--- src/rtl/core/acs_pkg.sv ---
// ----------------------------------------------------------------------------
// acs_pkg: shared types and constants for the air compressor supervisor
// Status codes, sequencer states, register indexes and digit-serial sizing.
// ----------------------------------------------------------------------------
package acs_pkg;

	// digit-serial sizing
	localparam int DIG       = 2;
	localparam int TIME_W    = 32;
	localparam int VOLT_W    = 16;
	localparam int STEP_W    = 4;
	localparam int DIV_STEPS = 8;
	localparam logic [STEP_W-1:0] LAST_STEP = STEP_W'(TIME_W / DIG - 1);

	localparam logic [TIME_W-1:0] UNARMED = '1;

	// air threshold handling
	localparam logic [6:0] AIR_DEFAULT = 7'd80;
	localparam logic [6:0] AIR_MAX     = 7'd100;
	localparam logic [7:0] MIN_RUN     = 8'd24;

	// register indexes
	typedef enum logic [2:0] {
		REG_LOW_LIMIT  = 3'd0,
		REG_HIGH_LIMIT = 3'd1,
		REG_AIR_THR    = 3'd2,
		REG_AUTO_UPD   = 3'd3,
		REG_HOLD_TIME  = 3'd4
	} reg_idx_t;

	// result status codes
	typedef enum logic [2:0] {
		STAT_IDLE       = 3'd0,
		STAT_STARTED    = 3'd1,
		STAT_LOW_FAULT  = 3'd2,
		STAT_HIGH_FAULT = 3'd3,
		STAT_NOT_READY  = 3'd4,
		STAT_VOLT_WAIT  = 3'd5,
		STAT_BUSY       = 3'd6
	} status_t;

	// sequencer states
	typedef enum logic [1:0] {
		SQ_IDLE,
		SQ_RUN,
		SQ_FIN
	} seq_t;

	// flags gathered by the serial compare/add unit
	typedef struct packed {
		logic lo_gt;    // now above low-voltage deadline
		logic hi_gt;    // now above high-voltage deadline
		logic lo_ones;  // low deadline unarmed
		logic hi_ones;  // high deadline unarmed
		logic v_lo;     // voltage below low limit
		logic v_hi;     // voltage above high limit
	} ser_flags_t;

endpackage

--- src/rtl/core/air_compressor_supervisor.sv ---
// ----------------------------------------------------------------------------
// air_compressor_supervisor: voltage-guarded compressor start control
// One control tick in, one status word out.
//
//  channel   dir  fields (lsb first)
//  s_axis    in   now_ms[31:0] supply_voltage[15:0] air_level[7:0]
//                 engine_running valves_busy link_ok
//  m_axis    out  status[2:0] start_engine run_len[7:0]
//  cfg       in   cfg_we, cfg_addr (register index), cfg_wdata
//
// After its accept, a word's digits pass through the two-bit serial compare/add unit,
// then its result is committed to the output register.
// The input reopens the cycle after the commit, so a new word waits for the last one's commit.
// The divider runs alongside the serial unit while the step counter is below DIV_STEPS.
// Reset disarms both deadlines and loads register defaults.
// A new word is accepted while a result waits; the commit waits for m_axis.
// ----------------------------------------------------------------------------
module air_compressor_supervisor (
	input  logic        clk,
	input  logic        arst_n,
	input  logic        s_axis_tvalid,
	output logic        s_axis_tready,
	// now_ms, supply_voltage, air_level, engine_running, valves_busy, link_ok, pad
	input  logic [63:0] s_axis_tdata,
	output logic        m_axis_tvalid,
	input  logic        m_axis_tready,
	// status, start_engine, run_len, pad
	output logic [15:0] m_axis_tdata,
	input  logic        cfg_we,
	input  logic [2:0]  cfg_addr,
	input  logic [15:0] cfg_wdata
);
	import acs_pkg::*;

	seq_t              seq_q, seq_nx;
	logic [STEP_W-1:0] step_q;

	logic [VOLT_W-1:0] lo_lim_q, hi_lim_q, hold_q;
	logic [6:0]        thr_q;
	logic              auto_q;
	logic [TIME_W-1:0] lo_dl_q, hi_dl_q;

	logic       engine_q, busy_q, link_q, air_lt_q;
	logic       accept, load, ser_en, div_en, commit, out_free;
	ser_flags_t flags;
	logic [TIME_W-1:0] sum;
	logic [7:0] quot;

	status_t    stat_nx;
	logic [7:0] count_nx;
	logic [7:0] air_in;
	logic [6:0] thr_in;

	logic       out_valid_q;
	status_t    stat_q;
	logic       start_q;
	logic [7:0] count_q;

	assign air_in = s_axis_tdata[55:48];
	assign thr_in = cfg_wdata[6:0];

	// sequencer state
	always_ff @(posedge clk or negedge arst_n) begin
		if (!arst_n) seq_q <= SQ_IDLE;
		else seq_q <= seq_nx;
	end

	// next state and step controls
	always_comb begin
		seq_nx        = seq_q;
		s_axis_tready = 1'b0;
		ser_en        = 1'b0;
		commit        = 1'b0;
		out_free      = !out_valid_q || m_axis_tready;
		case (seq_q)
			SQ_IDLE: begin
				s_axis_tready = 1'b1;
				if (s_axis_tvalid) seq_nx = SQ_RUN;
			end
			SQ_RUN: begin
				ser_en = 1'b1;
				if (step_q == LAST_STEP) seq_nx = SQ_FIN;
			end
			SQ_FIN: begin
				if (out_free) begin
					commit = 1'b1;
					seq_nx = SQ_IDLE;
				end
			end
			default: seq_nx = SQ_IDLE;
		endcase
		accept = s_axis_tvalid && s_axis_tready;
		load   = accept;
		div_en = ser_en && (step_q < STEP_W'(DIV_STEPS));
	end

	// step counter
	always_ff @(posedge clk or negedge arst_n) begin
		if (!arst_n) step_q <= '0;
		else if (load) step_q <= '0;
		else if (ser_en) step_q <= step_q + 1'b1;
	end

	// configuration registers
	always_ff @(posedge clk or negedge arst_n) begin
		if (!arst_n) begin
			lo_lim_q <= '0;
			hi_lim_q <= '1;
			thr_q    <= AIR_DEFAULT;
			auto_q   <= 1'b1;
			hold_q   <= VOLT_W'(5000);
		end else if (cfg_we) begin
			case (cfg_addr)
				REG_LOW_LIMIT:  lo_lim_q <= cfg_wdata;
				REG_HIGH_LIMIT: hi_lim_q <= cfg_wdata;
				REG_AIR_THR:    thr_q    <= (thr_in > AIR_MAX) ? AIR_DEFAULT : thr_in;
				REG_AUTO_UPD:   auto_q   <= cfg_wdata[0];
				REG_HOLD_TIME:  hold_q   <= cfg_wdata;
				default: ;
			endcase
		end
	end

	// hold the tick flags for the commit
	always_ff @(posedge clk) begin
		if (load) begin
			engine_q <= s_axis_tdata[56];
			busy_q   <= s_axis_tdata[57];
			link_q   <= s_axis_tdata[58];
			air_lt_q <= (air_in < {1'b0, thr_q});
		end
	end

	acs_serial u_serial (
		.clk    (clk),
		.load   (load),
		.en     (ser_en),
		.step   (step_q),
		.now    (s_axis_tdata[31:0]),
		.vol    (s_axis_tdata[47:32]),
		.lo_lim (lo_lim_q),
		.hi_lim (hi_lim_q),
		.hold   (hold_q),
		.lo_dl  (lo_dl_q),
		.hi_dl  (hi_dl_q),
		.flags  (flags),
		.sum    (sum)
	);

	acs_div u_div (
		.clk  (clk),
		.load (load),
		.en   (div_en),
		.air  (air_in),
		.thr  (thr_q),
		.quot (quot)
	);

	// decide the result from the gathered flags
	always_comb begin
		count_nx = 8'd0;
		if (flags.lo_gt) stat_nx = STAT_LOW_FAULT;
		else if (flags.hi_gt) stat_nx = STAT_HIGH_FAULT;
		else if (flags.v_lo || flags.v_hi) stat_nx = STAT_VOLT_WAIT;
		else if (!auto_q || !link_q) stat_nx = STAT_NOT_READY;
		else if (!air_lt_q || engine_q) stat_nx = STAT_IDLE;
		else if (busy_q) stat_nx = STAT_BUSY;
		else begin
			stat_nx  = STAT_STARTED;
			count_nx = (quot < MIN_RUN) ? MIN_RUN : quot;
		end
	end

	// update deadlines at commit
	always_ff @(posedge clk or negedge arst_n) begin
		if (!arst_n) begin
			lo_dl_q <= UNARMED;
			hi_dl_q <= UNARMED;
		end else if (commit) begin
			if (flags.lo_gt) begin
				lo_dl_q <= UNARMED;
			end else if (flags.hi_gt) begin
				hi_dl_q <= UNARMED;
			end else if (flags.v_lo) begin
				if (flags.lo_ones) lo_dl_q <= sum;
			end else begin
				lo_dl_q <= UNARMED;
				if (flags.v_hi) begin
					if (flags.hi_ones) hi_dl_q <= sum;
				end else begin
					hi_dl_q <= UNARMED;
				end
			end
		end
	end

	// output word register
	always_ff @(posedge clk or negedge arst_n) begin
		if (!arst_n) out_valid_q <= 1'b0;
		else if (commit) out_valid_q <= 1'b1;
		else if (m_axis_tready) out_valid_q <= 1'b0;
	end

	always_ff @(posedge clk) begin
		if (commit) begin
			stat_q  <= stat_nx;
			start_q <= (stat_nx == STAT_STARTED);
			count_q <= count_nx;
		end
	end

	assign m_axis_tvalid = out_valid_q;
	assign m_axis_tdata  = {4'd0, count_q, start_q, stat_q};

endmodule

--- src/rtl/core/acs_serial.sv ---
// ----------------------------------------------------------------------------
// acs_serial: digit-serial compare and add unit
// Walks time and voltage LSB first, two bits per cycle: deadline compares,
// unarmed checks, voltage window compares and the new deadline sum.
// ----------------------------------------------------------------------------
module acs_serial (
	input  logic                        clk,
	input  logic                        load,
	input  logic                        en,
	input  logic [acs_pkg::STEP_W-1:0]  step,
	input  logic [acs_pkg::TIME_W-1:0]  now,
	input  logic [acs_pkg::VOLT_W-1:0]  vol,
	input  logic [acs_pkg::VOLT_W-1:0]  lo_lim,
	input  logic [acs_pkg::VOLT_W-1:0]  hi_lim,
	input  logic [acs_pkg::VOLT_W-1:0]  hold,
	input  logic [acs_pkg::TIME_W-1:0]  lo_dl,
	input  logic [acs_pkg::TIME_W-1:0]  hi_dl,
	output acs_pkg::ser_flags_t         flags,
	output logic [acs_pkg::TIME_W-1:0]  sum
);
	import acs_pkg::*;

	logic [TIME_W-1:0] now_q;
	logic [VOLT_W-1:0] vol_q;
	logic [TIME_W-1:0] sum_q;
	logic              carry_q;
	ser_flags_t        flags_q;

	logic [DIG-1:0] now_d, lo_d, hi_d, vol_d, lol_d, hil_d, hold_d;
	logic [DIG:0]   add_d;
	logic           vol_act;

	// select the digits for this step
	always_comb begin
		vol_act = (step < STEP_W'(VOLT_W / DIG));
		now_d   = now_q[DIG-1:0];
		vol_d   = vol_q[DIG-1:0];
		lo_d    = lo_dl[step*DIG +: DIG];
		hi_d    = hi_dl[step*DIG +: DIG];
		lol_d   = lo_lim[step[STEP_W-2:0]*DIG +: DIG];
		hil_d   = hi_lim[step[STEP_W-2:0]*DIG +: DIG];
		hold_d  = vol_act ? hold[step[STEP_W-2:0]*DIG +: DIG] : '0;
		add_d   = {1'b0, now_d} + {1'b0, hold_d} + {{DIG{1'b0}}, carry_q};
	end

	// load operands, then shift one digit per step
	always_ff @(posedge clk) begin
		if (load) begin
			now_q           <= now;
			vol_q           <= vol;
			carry_q         <= 1'b0;
			flags_q.lo_gt   <= 1'b0;
			flags_q.hi_gt   <= 1'b0;
			flags_q.lo_ones <= 1'b1;
			flags_q.hi_ones <= 1'b1;
			flags_q.v_lo    <= 1'b0;
			flags_q.v_hi    <= 1'b0;
		end else if (en) begin
			now_q   <= {{DIG{1'b0}}, now_q[TIME_W-1:DIG]};
			vol_q   <= {{DIG{1'b0}}, vol_q[VOLT_W-1:DIG]};
			sum_q   <= {add_d[DIG-1:0], sum_q[TIME_W-1:DIG]};
			carry_q <= add_d[DIG];
			// higher digits override lower ones
			if (now_d > lo_d) flags_q.lo_gt <= 1'b1;
			else if (now_d < lo_d) flags_q.lo_gt <= 1'b0;
			if (now_d > hi_d) flags_q.hi_gt <= 1'b1;
			else if (now_d < hi_d) flags_q.hi_gt <= 1'b0;
			flags_q.lo_ones <= flags_q.lo_ones & (&lo_d);
			flags_q.hi_ones <= flags_q.hi_ones & (&hi_d);
			if (vol_act) begin
				if (vol_d < lol_d) flags_q.v_lo <= 1'b1;
				else if (vol_d > lol_d) flags_q.v_lo <= 1'b0;
				if (vol_d > hil_d) flags_q.v_hi <= 1'b1;
				else if (vol_d < hil_d) flags_q.v_hi <= 1'b0;
			end
		end
	end

	assign flags = flags_q;
	assign sum   = sum_q;

endmodule

--- src/rtl/core/acs_div.sv ---
// ----------------------------------------------------------------------------
// acs_div: bit-serial run count divider
// Restoring division of (threshold - air) * 255 by threshold, one quotient
// bit per cycle while en is high.
// ----------------------------------------------------------------------------
module acs_div (
	input  logic       clk,
	input  logic       load,
	input  logic       en,
	input  logic [7:0] air,
	input  logic [6:0] thr,
	output logic [7:0] quot
);
	import acs_pkg::*;

	logic [6:0]  rem_q;
	logic [7:0]  low_q;
	logic [7:0]  quot_q;
	logic [6:0]  diff;
	logic [14:0] num;
	logic [7:0]  trial;
	logic        fits;

	// numerator and trial subtraction
	always_comb begin
		diff  = thr - air[6:0];
		num   = {diff, 8'd0} - {8'd0, diff};
		trial = {rem_q, low_q[7]};
		fits  = (trial >= {1'b0, thr});
	end

	// high bits start as the remainder since the quotient fits in a byte
	always_ff @(posedge clk) begin
		if (load) begin
			rem_q <= num[14:8];
			low_q <= num[7:0];
		end else if (en) begin
			rem_q  <= fits ? 7'(trial - {1'b0, thr}) : trial[6:0];
			low_q  <= {low_q[6:0], 1'b0};
			quot_q <= {quot_q[6:0], fits};
		end
	end

	assign quot = quot_q;

endmodule

--- config.mk ---
export PLATFORM = sky130hd
export DESIGN_NAME = air_compressor_supervisor
export DESIGN_NICKNAME = d
export VERILOG_FILES = /design/src/rtl/core/acs_pkg.sv /design/src/rtl/core/air_compressor_supervisor.sv /design/src/rtl/core/acs_serial.sv /design/src/rtl/core/acs_div.sv
export SDC_FILE = /design/constraint.sdc
export NUM_CORES = 1
export LEC_CHECK = 0
export ABC_CLOCK_PERIOD_IN_PS = 5100
export BUFFER_PORTS_ARGS = -buffer_cell sky130_fd_sc_hd__buf_2
export CAP_MARGIN = 20
export CELL_PAD_IN_SITES_DETAIL_PLACEMENT = 0
export CELL_PAD_IN_SITES_GLOBAL_PLACEMENT = 2
export CORE_UTILIZATION = 43
export CTS_CLUSTER_SIZE = 8
export DETAILED_ROUTE_END_ITERATION = 6
export MAX_ROUTING_LAYER = met4
export PLACE_DENSITY = 0.81
export SLEW_MARGIN = 20
export SYNTH_ARGS = -nofsm -noshare
export SYNTH_HDL_FRONTEND = slang
export SYNTH_SLANG_ARGS = --single-unit
--- constraint.sdc ---
create_clock -name clk -period 5.1 [get_ports clk]
set_input_delay 1.02 -clock clk [delete_from_list [all_inputs] [get_ports clk]]
set_output_delay 1.02 -clock clk [all_outputs]
set_load 0.05 [all_outputs]
# [Word level (Yosys, flattened, before mapping)]
# Index checks and enable logic that the tools add are counted.
[totals] ff_bits=253 elab_cells=157
[classes] addsub=6 n_lt_le_gt_ge=13 eq_ne=15 shifts=5 muxes=46 bitwise=4 n_reduce_logical=37
[ops] operator="$mux W32" n=10
[ops] operator="$shiftx A32 B6 Y2" n=2
[ops] operator="$shiftx A16 B5 Y2" n=3
[ops] operator="$mux W16" n=2
[ops] operator="$mux W7" n=4
[ops] operator="$reduce_and A2 Y1" n=11
[ops] operator="$mux W3" n=6
[ops] operator="$mux W8" n=2
[ops] operator="$sub A15 B7 Y15" n=1
[ops] operator="$mux W1" n=14
[ops] operator="$reduce_bool A2 Y1" n=7
[ops] operator="$sub A7 B7 Y7" n=2
[ops] operator="$reduce_and A3 Y1" n=4
[ops] operator="$ge A8 B7 Y1" n=1
[ops] operator="$gt A2 B2 Y1" n=4
[ops] operator="$lt A2 B2 Y1" n=4
[ops] operator="$lt A8 B5 Y1 const B" n=1
[ops] operator="$lt A8 B7 Y1" n=1
[ops] operator="$mux W2" n=4
[ops] operator="$mux W4" n=2
[ops] operator="$gt A7 B7 Y1 const B" n=1
[ops] operator="$reduce_or A7 Y1" n=1
[ops] operator="$eq A3 B1 Y1 const B" n=2
[ops] operator="$eq A3 B2 Y1 const B" n=2
[ops] operator="other kinds (22)" n=35

# [Longest topological paths before layout]
[logic_depth] depth_word=8 mapped_depth=11 ltp_nobuf=11

# [Modules after synthesis]
# From an unflattened synthesis, not the netlist that was laid out.
[unflattened] hier_cells=874 hier_area_um2=12574.6
[modules_own_cells] module="air_compressor_supervisor" instances=1 cells_each=448 area_per_inst_um2=6411.1 seq_area_each_um2=3768.6
[modules_own_cells] module="acs_serial" instances=1 cells_each=255 area_per_inst_um2=4367.9 seq_area_each_um2=2542.4
[modules_own_cells] module="acs_div" instances=1 cells_each=171 area_per_inst_um2=1795.5 seq_area_each_um2=690.7

# [Worst setup path after synthesis]
# No wires, ideal clock.
[synth_path] path_type="reg-to-reg" start="reg seq_q[1]" end="reg u_serial.now_q[0], enable pin" setup_ps=407 t_arrival_ps=3023 slack_ps=1671 stages_incl_launch_ff=6 n_path_buf=2 synth_period_minus_slack_ps=3429 cell_sequence="dfrtp_1 > nor2_1 > nand2_1 > clkbuf_1 > clkbuf_1 > nand2_1"
[synth_between] elab_chain_cells=4
[synth_lines] element="from (decl)" line="air_compressor_supervisor.sv:35" rtl="seq_t seq_q, seq_nx;"
[synth_lines] element="from (signal assigned)" line="air_compressor_supervisor.sv:65" rtl="else seq_q <= seq_nx;"
[synth_lines] element="$logic_not A2 Y1" line="air_compressor_supervisor.sv:75" rtl="case (seq_q)"
[synth_lines] element="$mux W1" line="air_compressor_supervisor.sv:75"
[synth_lines] element="net s_axis_tready" line="air_compressor_supervisor.sv:22" rtl="output logic s_axis_tready,"
[synth_lines] element="$logic_and A1 B1 Y1" line="air_compressor_supervisor.sv:92" rtl="accept = s_axis_tvalid && s_axis_tready;"
[synth_lines] element="$reduce_bool A2 Y1 (no source line)"
[synth_lines] element="to (signal assigned)" line="acs_serial.sv:49" rtl="now_q <= now;"
[synth_lines] element="to (signal assigned)" line="acs_serial.sv:59" rtl="now_q <= {{DIG{1'b0}}, now_q[TIME_W-1:DIG]};"
[synth_lines] element="to (decl)" line="acs_serial.sv:23" rtl="logic [TIME_W-1:0] now_q;"
# The timed path passes the listed nets, and every way through them passes these cells.
# A chain may end at the register's enable or synchronous reset.

# [Worst setup path after layout]
[layout_path] start="in s_axis_tdata[48]" end="reg u_div.rem_q[1], data pin"
[layout_between] elab_chain_cells=3
[layout_lines] element="from (decl)" line="air_compressor_supervisor.sv:24" rtl="input logic [63:0] s_axis_tdata,"
[layout_lines] element="$sub A7 B7 Y7" line="acs_div.sv:26" rtl="diff = thr - air[6:0];"
[layout_lines] element="$sub A15 B7 Y15" line="acs_div.sv:27" rtl="num = {diff, 8'd0} - {8'd0, diff};"
[layout_lines] element="$mux W7" line="acs_div.sv:34" rtl="if (load) begin"
[layout_lines] element="to (signal assigned)" line="acs_div.sv:35" rtl="rem_q <= num[14:8];"
[layout_lines] element="to (signal assigned)" line="acs_div.sv:38" rtl="rem_q <= fits ? 7'(trial - {1'b0, thr}) : trial[6:0];"
[layout_lines] element="to (decl)" line="acs_div.sv:16" rtl="logic [6:0] rem_q;"
# No other way between the ends.

==> results.tsv <==
stage	metric	value	unit
outcome	outcome	finished clean	
pwr	Worst VDD drop	307	uV
detailed_routing	drt pass-1 iters	4	
yosys	synthesized area	11900	sq um
critical_path	reg2reg end	u_div.rem_q[1]	
clock_tree	Root Driver	clkbuf_16	
layout	FF/Latch Area	7000	sq um
yosys	EDFF count, synth	119	
yosys	most common flop cell mapped by yosys	edfxtp_1	
detailed_routing	DR WL/cell	17.3	microns
detailed_routing	Post-Route WL	26100	microns
clock_tree	Clk Latency, worst-skew pair	0.51	ns
yosys	syn avg cell area	11.5	sq um
hold_path	Hold Crit Depth	0	
yosys	Seq/Total Area, Yosys	58.9	%
detailed_routing	drt initial violations	386	
run	max_cap viols	0	
sta	worst slew pin tran	0.883	ns
yosys	Post-synth ARST share	50.2	%
sta	Relative slew margins	41.0	%
critical_path	worst path bufs/invs	2	
layout	final cell count without fillers	1505	
placement	number of I/O port buffers	96	
hold_path	worst hold endpoint	u_div.quot[1]	
hold_path	worst hold path class	reg2reg	
sta	Fin. Hold Viols	0	
floorplanning	row count	60	
clock_tree	TritonCTS clock tree	yes	
floorplanning	Die Wd	168	microns
layout	share of layout cells above drive strength 1	26.2	%
detailed_routing	DRC	0	
floorplanning	total die area	28300	sq um
placement	pre-CTS WS	1.45	ns
clock_tree	CTS hold repair buffers	0	
floorplanning	area of the core	27000	sq um
layout	Filler Cell Count	2498	
hold_path	HP Start	u_div.quot[0]	
critical_path	crit-path max cell delay	0.40	ns
grt	vias in the first global route	7768	
detailed_routing	Final ANT Viol Nets	0	
yosys	Mapped Cells	1033	
grt	first-pass GRT wire length	42300	microns
detailed_routing	vias per cell	5.12	
critical_path	Setup CP Type	in2reg	
yosys	Synth Register Bits	253	
placement	dpl hpwl	17300	microns
detailed_routing	Via Count	7699	
pwr	pwr dens	594	nW/um^2
sta	Max Freq	306	MHz
grt	Overall Global Routing Usage	19.5	%
critical_path	r2r worst-path depth	10	
clock_tree	Max H-tree Level	2	
sta	Tmin final	3.27	ns
sta	RSZ-0062 raised after global routing	false	
sta	skew final	0.0171	ns
clock_tree	Resized Gates After CTS	0	
floorplanning	I/O pin count	106	
clock_tree	Clock transition at path regs	0.05	ns
layout	area grow syn2layout	16.1	%
layout	fin nets	1256	
placement	placed cells	1435	
grt	Overflow after GRT	0	
placement	Placed Area	12700	sq um
clock_tree	clock sinks	253	
floorplanning	Die H	168	microns
pwr	P_leak	0.00577	uW
critical_path	CP startpoint kind	input port	
placement	Final Wtd Congestion	0.795	
critical_path	flop2flop setup slack	1.93	ns
sta	post-route setup TNS	0	ns
critical_path	crit path DAT	3.50	ns
sta	final max-slew violation count	0	
critical_path	Critical R2R Launch	thr_q[0]	
clock_tree	Post-CTS Repair Setup Buffers	0	
layout	post-route cell area	13800	sq um
layout	most frequent cells in the layout	194 x nand2_1, 119 x edfxtp_1, 118 x nor2_1, 95 x buf_2, 88 x dfstp_2	
sta	setup slack after layout	1.83	ns
grt	largest net degree at the start of global routing	65	
clock_tree	Num CTS Buffers	37	
critical_path	Crit. End Element	register	
floorplanning	starting density of the core	44.0	%
critical_path	worst-path cell chain	buf_2 > ha_1 > inv_1 > fa_1 > a211oi_1 > nor2_1 > xnor2_1 > nand3_1 > o311ai_1 > a32oi_1	
yosys	yosys warns	0	
critical_path	Worst path slowest cell	fa_1	
sta	fin crit share	64.1	%
critical_path	Critical Path RT	5.33	ns
layout	multi-input logic area	4520	sq um
sta	setup violators final	0	
layout	most common cell after layout, fill and taps aside	nand2_1	
grt	initial antenna violation count	2	
clock_tree	CTS Buffer Depth	3	
critical_path	maximum fanout along the worst path	5	
yosys	Synth cell types	63	
critical_path	Top delay family on crit path	compound AO/OA/AOI/OAI gates	
==> Yosys cell counts, types with 2 or more instances <==
| cell type | instances | area (sq um) |
|---|---|---|
| a2bb2oi_1 | 2 | 17.5 |
| mux2i_1 | 16 | 160 |
| nand2_1 | 196 | 736 |
| mux2_2 | 20 | 225 |
| xnor2_1 | 9 | 78.8 |
| buf_4 | 5 | 37.5 |
| buf_2 | 5 | 25.0 |
| clkbuf_1 | 42 | 158 |
| dfrtp_1 | 39 | 976 |
| a22oi_1 | 2 | 15.0 |
| o21ai_0 | 13 | 65.1 |
| nor3_1 | 7 | 35.0 |
| a31o_1 | 2 | 17.5 |
| inv_2 | 4 | 15.0 |
| nand3b_1 | 2 | 15.0 |
| nor2_1 | 119 | 447 |
| ha_1 | 31 | 388 |
| or2_1 | 2 | 12.5 |
| mux4_2 | 28 | 631 |
| inv_1 | 34 | 128 |
| edfxtp_1 | 119 | 3570 |
| fa_1 | 4 | 80.1 |
| a22o_1 | 4 | 35.0 |
| a211oi_1 | 6 | 45.0 |
| mux2_1 | 32 | 360 |
| xor2_1 | 2 | 17.5 |
| o31a_1 | 3 | 26.3 |
| a21oi_1 | 59 | 295 |
| nand2b_1 | 5 | 31.3 |
| buf_6 | 2 | 22.5 |
| and3_1 | 8 | 50.1 |
| a31oi_1 | 2 | 12.5 |
| o211ai_1 | 2 | 15.0 |
| dfstp_2 | 88 | 2310 |
| o21ai_1 | 49 | 245 |
| nor2b_1 | 9 | 56.3 |
| and2_1 | 7 | 43.8 |
| o31ai_1 | 2 | 15.0 |
| o21a_1 | 8 | 60.1 |
| o22ai_1 | 2 | 12.5 |
| dfxtp_1 | 7 | 140 |
| a21o_1 | 2 | 15.0 |
| nand3_1 | 10 | 50.1 |
| nand4_1 | 3 | 18.8 |
| a32oi_1 | 2 | 17.5 |
==> how the worst max path moves through the flow <==
stage                                 from                 to  cells after the start  slack [ns]
after CTS                 s_axis_tdata[48]     u_div.rem_q[1]                      9        1.96
after global routing      s_axis_tdata[48]     u_div.rem_q[1]                     10        1.73
after detailed placement  s_axis_tdata[48]     u_div.rem_q[1]                      9        1.45
after floorplan                   seq_q[1]  u_serial.now_q[0]                      5        1.67
after global placement    s_axis_tdata[48]     u_div.rem_q[1]                     10        1.45
final                     s_axis_tdata[48]     u_div.rem_q[1]                     10        1.83
==> sequential cells by signal (all words and copies together), names as in the netlist, 2 cells and up <==
signal          count
hi_dl_q            32
lo_dl_q            32
u_serial.now_q     32
u_serial.sum       32
hi_lim_q           16
hold_q             16
lo_lim_q           16
u_serial.vol_q     16
count_q             8
u_div.low_q         8
u_div.quot          8
thr_q               7
u_div.rem_q         7
u_serial.flags      6
step_q              4
stat_q              3
seq_q               2
==> stage by stage <==
step | power, uW | util (%) | hold WS, ns
2_1_floorplan | 5250 | - | 0.417
3_3_place_gp | 5930 | 47.0 | 0.423
3_5_place_dp | 5990 | 47.0 | 0.441
4_1_cts | 8320 | 51.0 | 0.453
5_1_grt | 8740 | 51.1 | 0.467
6_report | 8200 | 51.1 | 0.455
==> worst register-to-register path, stage by stage, from the launching register on <==
cell and delay [ns]:
dfrtp_1 0.44, inv_1 0.09, ha_1 0.21, inv_1 0.07, fa_1 0.40, a211oi_1 0.33, nor2_1 0.14, xnor2_1 0.38
nand3_1 0.33, o311ai_1 0.38, a32oi_1 0.15
==> cell families (layout without fill, tap and decap cells) <==
family	count (synthesis)	count (layout)	share of synthesized area (%)
simple gates	376	376	13.2
flops	253	253	58.9
other cells	1	6	0.0316
fa+ha+maj	35	35	3.94
xor+xnor	11	11	0.811
compound gates	168	168	8.29
buf+inv	93	219	3.27
mux	96	96	11.6
==> area by class of cell <==
type                    instances  area share, %
diodes                          2         0.0363
clock buffers                  67           7.83
clock inverters                 1         0.0635
inverters                      38           1.03
multi-input cells             690           32.8
flip-flops and latches        253           50.7
well taps                     341           3.09
repair buffers                113           4.42
==> where the power goes <==
part | internal (uW) | switching, uW
clock | 1420 | 865
sequential | 3180 | 496
combinational | 966 | 1270
==> per-layer routing <==
layer,track usage (%),vias up,routed length [microns]
li1,-,3814,-
met1,25.9,3696,12100
met2,30.4,149,12200
met3,4.35,40,1320
met4,4.98,0,423
met5,-,-,0
Note: power is estimated with default switching activity, not from simulation.
